===== src/design/pcwd_pkg.sv =====
// ----------------------------------------------------------------------------
// pcwd_pkg: shared definitions for the pulse counter with durations
// Field widths, stream bit positions, the item kind codes and the per-channel
// result record used by the counter unit.
// ----------------------------------------------------------------------------
package pcwd_pkg;

    // Default and largest number of channels the unit can watch.
    localparam int CHANNELS_DEF = 8;
    localparam int MAX_CH       = 8;

    // Field widths.
    localparam int LEVELS_W = 8;
    localparam int TIME_W   = 32;
    localparam int CNT_W    = 32;
    localparam int CH_W     = 3;

    // Slave-side tdata layout, lowest bit first.
    localparam int S_LEVELS_LSB = 0;
    localparam int S_NOW_LSB    = S_LEVELS_LSB + LEVELS_W;
    localparam int S_PG_BIT     = S_NOW_LSB + TIME_W;
    localparam int S_PCH_LSB    = S_PG_BIT + 1;
    localparam int S_PCNT_LSB   = S_PCH_LSB + CH_W;
    localparam int S_USED_W     = S_PCNT_LSB + CNT_W;
    localparam int S_TDATA_W    = ((S_USED_W + 7) / 8) * 8;

    // Master-side tdata layout, lowest bit first.
    localparam int M_CH_LSB    = 0;
    localparam int M_CNT_LSB   = M_CH_LSB + CH_W;
    localparam int M_ON_LSB    = M_CNT_LSB + CNT_W;
    localparam int M_OFF_LSB   = M_ON_LSB + TIME_W;
    localparam int M_ACT_BIT   = M_OFF_LSB + TIME_W;
    localparam int M_RISE_BIT  = M_ACT_BIT + 1;
    localparam int M_FALL_BIT  = M_RISE_BIT + 1;
    localparam int M_POLL_BIT  = M_FALL_BIT + 1;
    localparam int M_USED_W    = M_POLL_BIT + 1;
    localparam int M_TDATA_W   = ((M_USED_W + 7) / 8) * 8;

    // Kind of an incoming transaction, carried in tuser.
    typedef enum logic {
        MODE_POLL    = 1'b0,
        MODE_PRELOAD = 1'b1
    } t_mode;

    // What one channel reports after a poll.
    typedef struct packed {
        logic [CNT_W-1:0]  count;
        logic [TIME_W-1:0] on_time;
        logic [TIME_W-1:0] off_time;
        logic              active;
        logic              rise;
        logic              fall;
    } t_chan_result;

endpackage


===== src/design/pulse_counter_with_durations_unit.sv =====
// ----------------------------------------------------------------------------
// pulse_counter_with_durations_unit: multi-channel pulse counter
// Counts activations of active-low inputs and tracks on-time and off-time
// per channel from a millisecond time stamp carried by each poll.
// ----------------------------------------------------------------------------
// A poll transaction on the slave side is evaluated for all channels at once
// in the cycle it is accepted: the per-channel state is updated and a snapshot
// of every channel's result is captured. The snapshot is then sent on the
// master side as one transaction per channel, channel 0 first, with tlast on
// the final channel. A poll therefore occupies the master side until all NCH
// results (eight by default) are taken, and that drain of the snapshot buffer
// sets the sustained poll rate. The next poll is taken in the same cycle as
// the last result of the previous one. A preload transaction (tuser set)
// writes one channel's count and produces no output. Only the first eight
// channels exist, as the levels field has eight bits; CHANNELS above eight
// behaves as eight. When the power-good bit is low a poll changes no state
// but still reports every channel with polled cleared. Off-time stays zero
// while a channel's count is zero.
// ----------------------------------------------------------------------------
module pulse_counter_with_durations_unit #(
    parameter int CHANNELS = pcwd_pkg::CHANNELS_DEF
) (
    input  logic                           i_clk,
    input  logic                           i_rst_n,
    // Slave side.
    input  logic                           i_s_axis_tvalid,
    output logic                           o_s_axis_tready,
    // tdata: levels[7:0], now_ms[39:8], power_good[40], preload_channel[43:41],
    //        preload_count[75:44], zero padding[79:76]
    input  logic [pcwd_pkg::S_TDATA_W-1:0] i_s_axis_tdata,
    // tuser: mode[0]
    input  logic                           i_s_axis_tuser,
    // Master side.
    output logic                           o_m_axis_tvalid,
    input  logic                           i_m_axis_tready,
    // tdata: channel[2:0], event_count[34:3], on_time_ms[66:35],
    //        off_time_ms[98:67], is_active[99], became_active[100],
    //        became_inactive[101], polled[102], zero padding[103]
    output logic [pcwd_pkg::M_TDATA_W-1:0] o_m_axis_tdata,
    // tlast: last
    output logic                           o_m_axis_tlast
);
    import pcwd_pkg::*;

    // Channels that really exist, and the width of a channel index.
    localparam int NCH   = (CHANNELS > MAX_CH) ? MAX_CH : ((CHANNELS < 1) ? 1 : CHANNELS);
    localparam int IDX_W = (NCH > 1) ? $clog2(NCH) : 1;
    localparam logic [IDX_W-1:0] LAST_IDX = IDX_W'(NCH - 1);

    // Unpacked view of the incoming transaction.
    logic [LEVELS_W-1:0] in_levels;
    logic [TIME_W-1:0]   in_now;
    logic                in_pg;
    logic [CH_W-1:0]     in_pch;
    logic [CNT_W-1:0]    in_pcount;
    t_mode               in_mode;

    assign in_levels = i_s_axis_tdata[S_LEVELS_LSB +: LEVELS_W];
    assign in_now    = i_s_axis_tdata[S_NOW_LSB +: TIME_W];
    assign in_pg     = i_s_axis_tdata[S_PG_BIT];
    assign in_pch    = i_s_axis_tdata[S_PCH_LSB +: CH_W];
    assign in_pcount = i_s_axis_tdata[S_PCNT_LSB +: CNT_W];
    assign in_mode   = t_mode'(i_s_axis_tuser);

    // Per-channel state.
    logic              r_active   [NCH];
    logic [CNT_W-1:0]  r_count    [NCH];
    logic [TIME_W-1:0] r_on_stamp [NCH];
    logic [TIME_W-1:0] r_off_stamp[NCH];
    logic [TIME_W-1:0] r_on_time  [NCH];
    logic [TIME_W-1:0] r_off_time [NCH];

    logic              n_active   [NCH];
    logic [CNT_W-1:0]  n_count    [NCH];
    logic [TIME_W-1:0] n_on_stamp [NCH];
    logic [TIME_W-1:0] n_off_stamp[NCH];
    logic [TIME_W-1:0] n_on_time  [NCH];
    logic [TIME_W-1:0] n_off_time [NCH];
    t_chan_result      n_res      [NCH];

    // Snapshot buffer drained on the master side.
    t_chan_result      r_snap[NCH];
    logic              r_busy;
    logic [IDX_W-1:0]  r_idx;
    logic              r_pg;

    logic in_acc;
    logic out_acc;
    logic out_last;
    logic poll_acc;
    logic preload_acc;
    logic preload_hit;

    assign out_last        = (r_idx == LAST_IDX);
    assign o_s_axis_tready = !r_busy || (i_m_axis_tready && out_last);
    assign in_acc          = i_s_axis_tvalid && o_s_axis_tready;
    assign out_acc         = r_busy && i_m_axis_tready;
    assign poll_acc        = in_acc && (in_mode == MODE_POLL);
    assign preload_acc     = in_acc && (in_mode == MODE_PRELOAD);
    assign preload_hit     = preload_acc && (32'(in_pch) < 32'(NCH));

    // Lane update: each channel is independent of the others.
    always_comb begin
        for (int i = 0; i < NCH; i++) begin
            n_active[i]    = r_active[i];
            n_count[i]     = r_count[i];
            n_on_stamp[i]  = r_on_stamp[i];
            n_off_stamp[i] = r_off_stamp[i];
            n_on_time[i]   = r_on_time[i];
            n_off_time[i]  = r_off_time[i];
            n_res[i].rise  = 1'b0;
            n_res[i].fall  = 1'b0;
            if (poll_acc && in_pg) begin
                if (!in_levels[i]) begin
                    if (!r_active[i]) begin
                        n_count[i]    = r_count[i] + CNT_W'(1);
                        n_active[i]   = 1'b1;
                        n_off_time[i] = '0;
                        n_on_stamp[i] = in_now;
                        n_on_time[i]  = '0;
                        n_res[i].rise = 1'b1;
                    end else begin
                        n_on_time[i] = in_now - r_on_stamp[i];
                    end
                end else begin
                    if (r_active[i]) begin
                        n_active[i]    = 1'b0;
                        n_off_stamp[i] = in_now;
                        n_on_time[i]   = '0;
                        n_off_time[i]  = '0;
                        n_res[i].fall  = 1'b1;
                    end else if (r_count[i] != '0) begin
                        n_off_time[i] = in_now - r_off_stamp[i];
                    end else begin
                        n_off_time[i] = '0;
                    end
                end
            end
            if (preload_hit && (in_pch[IDX_W-1:0] == IDX_W'(i))) begin
                n_count[i] = in_pcount;
            end
            n_res[i].count    = n_count[i];
            n_res[i].on_time  = n_on_time[i];
            n_res[i].off_time = n_off_time[i];
            n_res[i].active   = n_active[i];
        end
    end

    // Channel state.
    always_ff @(posedge i_clk) begin
        if (!i_rst_n) begin
            for (int i = 0; i < NCH; i++) begin
                r_active[i]    <= 1'b0;
                r_count[i]     <= '0;
                r_on_stamp[i]  <= '0;
                r_off_stamp[i] <= '0;
                r_on_time[i]   <= '0;
                r_off_time[i]  <= '0;
            end
        end else begin
            for (int i = 0; i < NCH; i++) begin
                r_active[i]    <= n_active[i];
                r_count[i]     <= n_count[i];
                r_on_stamp[i]  <= n_on_stamp[i];
                r_off_stamp[i] <= n_off_stamp[i];
                r_on_time[i]   <= n_on_time[i];
                r_off_time[i]  <= n_off_time[i];
            end
        end
    end

    // Drain control. A new poll on the last beat reloads the buffer at once.
    always_ff @(posedge i_clk) begin
        if (!i_rst_n) begin
            r_busy <= 1'b0;
            r_idx  <= '0;
        end else if (poll_acc) begin
            r_busy <= 1'b1;
            r_idx  <= '0;
        end else if (out_acc) begin
            if (out_last) begin
                r_busy <= 1'b0;
                r_idx  <= '0;
            end else begin
                r_idx <= r_idx + IDX_W'(1);
            end
        end
    end

    // Snapshot payload, no reset needed.
    always_ff @(posedge i_clk) begin
        if (poll_acc) begin
            r_pg <= in_pg;
            for (int i = 0; i < NCH; i++) begin
                r_snap[i] <= n_res[i];
            end
        end
    end

    // Master side.
    t_chan_result cur;
    assign cur = r_snap[r_idx];

    always_comb begin
        o_m_axis_tdata                           = '0;
        o_m_axis_tdata[M_CH_LSB +: CH_W]         = CH_W'(r_idx);
        o_m_axis_tdata[M_CNT_LSB +: CNT_W]       = cur.count;
        o_m_axis_tdata[M_ON_LSB +: TIME_W]       = cur.on_time;
        o_m_axis_tdata[M_OFF_LSB +: TIME_W]      = cur.off_time;
        o_m_axis_tdata[M_ACT_BIT]                = cur.active;
        o_m_axis_tdata[M_RISE_BIT]               = cur.rise;
        o_m_axis_tdata[M_FALL_BIT]               = cur.fall;
        o_m_axis_tdata[M_POLL_BIT]               = r_pg;
    end

    assign o_m_axis_tvalid = r_busy;
    assign o_m_axis_tlast  = out_last;

    // An accepted poll starts its results at channel 0 in the next cycle.
    a_poll_starts: assert property (@(posedge i_clk) disable iff (!i_rst_n)
        poll_acc |=> (r_busy && r_idx == '0))
        else $error("poll did not start its result burst at channel 0");

    // A preload taken while idle produces no results.
    a_preload_silent: assert property (@(posedge i_clk) disable iff (!i_rst_n)
        (preload_acc && !r_busy) |=> !r_busy)
        else $error("preload produced output");

    // A taken result that is not the last moves on to the next channel.
    a_idx_advance: assert property (@(posedge i_clk) disable iff (!i_rst_n)
        (out_acc && !out_last && !poll_acc) |=>
            (r_busy && r_idx == $past(r_idx) + IDX_W'(1)))
        else $error("channel sequence skipped or repeated");

    // Without power good no edge is reported.
    a_no_edge_unpowered: assert property (@(posedge i_clk) disable iff (!i_rst_n)
        (r_busy && !r_pg) |-> (!cur.rise && !cur.fall))
        else $error("edge reported while power not good");

    // An activation edge leaves the channel active, a release leaves it inactive.
    a_edge_state: assert property (@(posedge i_clk) disable iff (!i_rst_n)
        r_busy |-> ((!cur.rise || cur.active) && (!cur.fall || !cur.active)))
        else $error("edge flag disagrees with the active flag");

endmodule


===== config.mk =====
export PLATFORM = sky130hd
export DESIGN_NAME = pulse_counter_with_durations_unit
export DESIGN_NICKNAME = d
export VERILOG_FILES = /design/src/design/pcwd_pkg.sv /design/src/design/pulse_counter_with_durations_unit.sv
export SDC_FILE = /design/constraint.sdc
export NUM_CORES = 2
export LEC_CHECK = 0
export BUFFER_PORTS_ARGS = -buffer_cell sky130_fd_sc_hd__buf_2
export CAP_MARGIN = 5
export CORE_ASPECT_RATIO = 0.75
export CORE_MARGIN = 2
export CORE_UTILIZATION = 59
export CTS_CLUSTER_DIAMETER = 60
export DETAILED_ROUTE_END_ITERATION = 7
export PLACE_DENSITY = 0.81
export SYNTH_ARGS = -nofsm -noshare
export SYNTH_HDL_FRONTEND = slang
export SYNTH_SLANG_ARGS = --single-unit

===== constraint.sdc =====
create_clock -name i_clk -period 24.6 [get_ports i_clk]
set_clock_uncertainty 0.1 [all_clocks]
set_input_delay 3.69 -clock i_clk [delete_from_list [all_inputs] [get_ports i_clk]]
set_output_delay 3.69 -clock i_clk [all_outputs]
set_load 0.05 [all_outputs]

==> results.yml <==
status:
  status: "complete, no violations"
die:
  die-area_um2: 192000
  num_rows: 137
  die_y_um: 380
  initial_utilization_pct: 59.6
  fp.dieW_um: 505
  core_area_um2: 187000
  io_pins: 192
synthesis:
  yosys-top-cells-area: "dfxtp_1 23%, edfxtp_1 21%, nand2_1 6.9%"
  yosysSeqAreaShare_pct: 44.7
  synthCells: 12100
  yosys_register_bits: 2088
  synth.most_common_cell: "nand2_1"
  syn_area_per_cell_um2: 9.18
  synth_largest_area_cell: "dfxtp_1"
  ys.flop_type: "dfxtp_1"
  syn-num-nets: 12700
  async_flop_share_pct: 0
  synth_common_cells: "2,052 x nand2_1, 1,295 x dfxtp_1, 1,090 x a21oi_1"
  synth_top_cell_area_share_pct: 23.3
  synth-edff-count: 793
  ys_warn_count: 0
  syn_area_um2: 111000
  synthDistinctLibCells: 111
clock_network:
  root_buffer: "clkbuf_16"
  htreeDepth: 4
  holdBufCountCts: 0
  clk_pin_slew_worst_paths_ns: 0.06
  cts_buffer_depth: 3
  cts_resized: 0
  cts_buffers: 206
  cts_post_setup_buffers_inserted: 0
  cts_tree: "yes"
  insertion_delay_ns: 0.88
  cts_sinks: 2088
timing:
  rsz0062_at_grt: "false"
  slew_headroom_pct: 12.8
  timing.hold.ws_ns: 0.352
  min_period_ns: 8.06
  period_share_pct: 32.8
  hold_viol_final: 0
  maxSlewViolCount: 0
  clock.fmax_ghz: 0.124
  setup_tns_ns: 0
  worst_pin_slew_ns: 1.31
  setup_viol: 0
detailed_routing:
  ant_nets: 0
  dr_total_vias: 93400
  dr.pass1.iters: 6
  drcViolationCount: 0
  drt_iter0_drc: 13500
  postRouteWirelength_mm: 370
  post_drt_wl_per_cell_um: 25.2
  viasPerCell: 6.36
cells_and_area:
  drive_above_1_share_pct: 9.09
  final_util_pct: 65.0
  num-nets-final: 12600
  instances_no_fill: 14700
  syn2layout_area_growth_pct: 8.99
place:
  dp.cells: 14300
  dp_hpwl_mm: 259
  port-buffer-count: 186
  gp_congestion: 0.999
critical_path:
  required_ns: 20.81
  reg2reg_from: "r_idx[0]$_SDFFE_PP0P_"
  crit_start: "i_m_axis_tready"
  cp_max_fo: 7
  cp-start-kind: "primary input"
  end_kind: "output port"
  worst-r2r-cell-count: 14
  path_class: "primary input to output port"
  arrival_ns: 4.27
grt:
  antenna_found_initial: 33
  grt_max_degree: 210
  grt_overflow_total: 0
  track_usage_pct: 37.3
  grt_pass1_vias: 85400
  grt_first_pass_wirelength_mm: 542
worst_hold_path:
  whs_path_depth: 2
  worstHoldPathType: "flip-flop to flip-flop"
  min_from: "r_on_stamp[0][48]$_SDFFE_PN0P_"
job:
  drv_cap: 0
power:
  power.total_w: 0.00808
  p_per_area_nw_per_um2: 66.6
  ir_worst_vdd_v: 0.0000724
  leakage_nw: 43.7
  clock_power_share_pct: 42.1
  p_sw_w: 0.00218
  netSwitchingFraction_pct: 27.0
  p_seq_share_pct: 45.9
  p_int_w: 0.00590
  p_comb_share_pct: 11.9
==> path summary, 6_finish.rpt <==
check                                   end  slack [ns]
max reg2reg      r_count[1][104]$_SDFF_PN0_       19.23
min reg2reg  r_on_stamp[0][48]$_SDFFE_PN0P_        0.35
min          r_on_stamp[0][48]$_SDFFE_PN0P_        0.35
max                         o_s_axis_tready       16.54
==> worst max-delay path, stage by stage <==
cell	delay [ns]
buf_2	0.12
a21bo_4	0.24
buf_2	0.22
==> logic make-up after synthesis <==
family	count (synthesis)	share of synthesized area (%)
mux	334	5.35
xor+xnor	599	4.72
fa+ha+maj	538	6.16
other cells	1	0.00337
buf+inv	1367	4.67
flops	2088	44.7
simple gates	4281	18.3
compound gates	2915	16.1
==> stage by stage <==
stage / setup slack, ns / area [um^2]
after floorplan: 4.03 / 111000
after global placement: 16.48 / 114000
after detailed placement: 16.40 / 114000
after CTS: 16.54 / 121000
after global routing: 16.53 / 121000
final: 16.54 / 121000
==> registers in the layout, summed over array words and instances (netlist names), named ones only <==
signal,count
o_m_axis_tvalid,1
r_active,8
r_count,256
r_idx,3
r_off_stamp,256
r_off_time,256
r_on_stamp,256
r_on_time,256
r_pg,1
r_snap,792
==> layer usage <==
metal | track usage [%] | wire length [um] | up-vias
li1 | - | - | 42300
met5 | 0 | 21 | -
met2 | 49.8 | 145000 | 5513
met1 | 55.5 | 154000 | 44900
met4 | 13.6 | 14600 | 4
met3 | 12.5 | 56800 | 680
==> power groups by stage <==
stage / Clock, W / Sequential [W] / Combinational (W)
floorplan: 0 / 0.00381 / 0.000616
global placement: 0 / 0.00378 / 0.000909
detailed placement: 0 / 0.00378 / 0.000924
CTS: 0.00342 / 0.00371 / 0.000931
global route: 0.00356 / 0.00371 / 0.00102
finish: 0.00340 / 0.00371 / 0.000964
==> layout make-up <==
type / count / area, um^2
inverter: 675 / 2550
antenna: 8 / 20.0
tap: 2502 / 3130
clock buffer: 267 / 5650
fill: 14900 / 65400
clock inverter: 127 / 1600
timing repair buffer: 341 / 2150
sequential: 2088 / 49700
multi-input combinational: 8668 / 56400
==> layout by cell type, fill, tap and decap left out, drive strengths merged, types with 108 or more instances in the layout <==
master | netlist | layout
dfxtp | 1295 | 1295
clkbuf | 565 | 267
nand2 | 2052 | 2052
and3 | 108 | 108
edfxtp | 793 | 793
a21o | 255 | 255
inv | 675 | 687
buf | 127 | 341
nand4 | 148 | 148
nor3 | 128 | 128
xnor2 | 309 | 309
and2 | 680 | 680
xor2 | 290 | 290
a21oi | 1092 | 1092
mux4 | 198 | 198
o21ai | 754 | 754
ha | 522 | 522
nand3 | 260 | 260
nor2 | 478 | 478
Note: power is estimated with default switching activity, not from simulation.
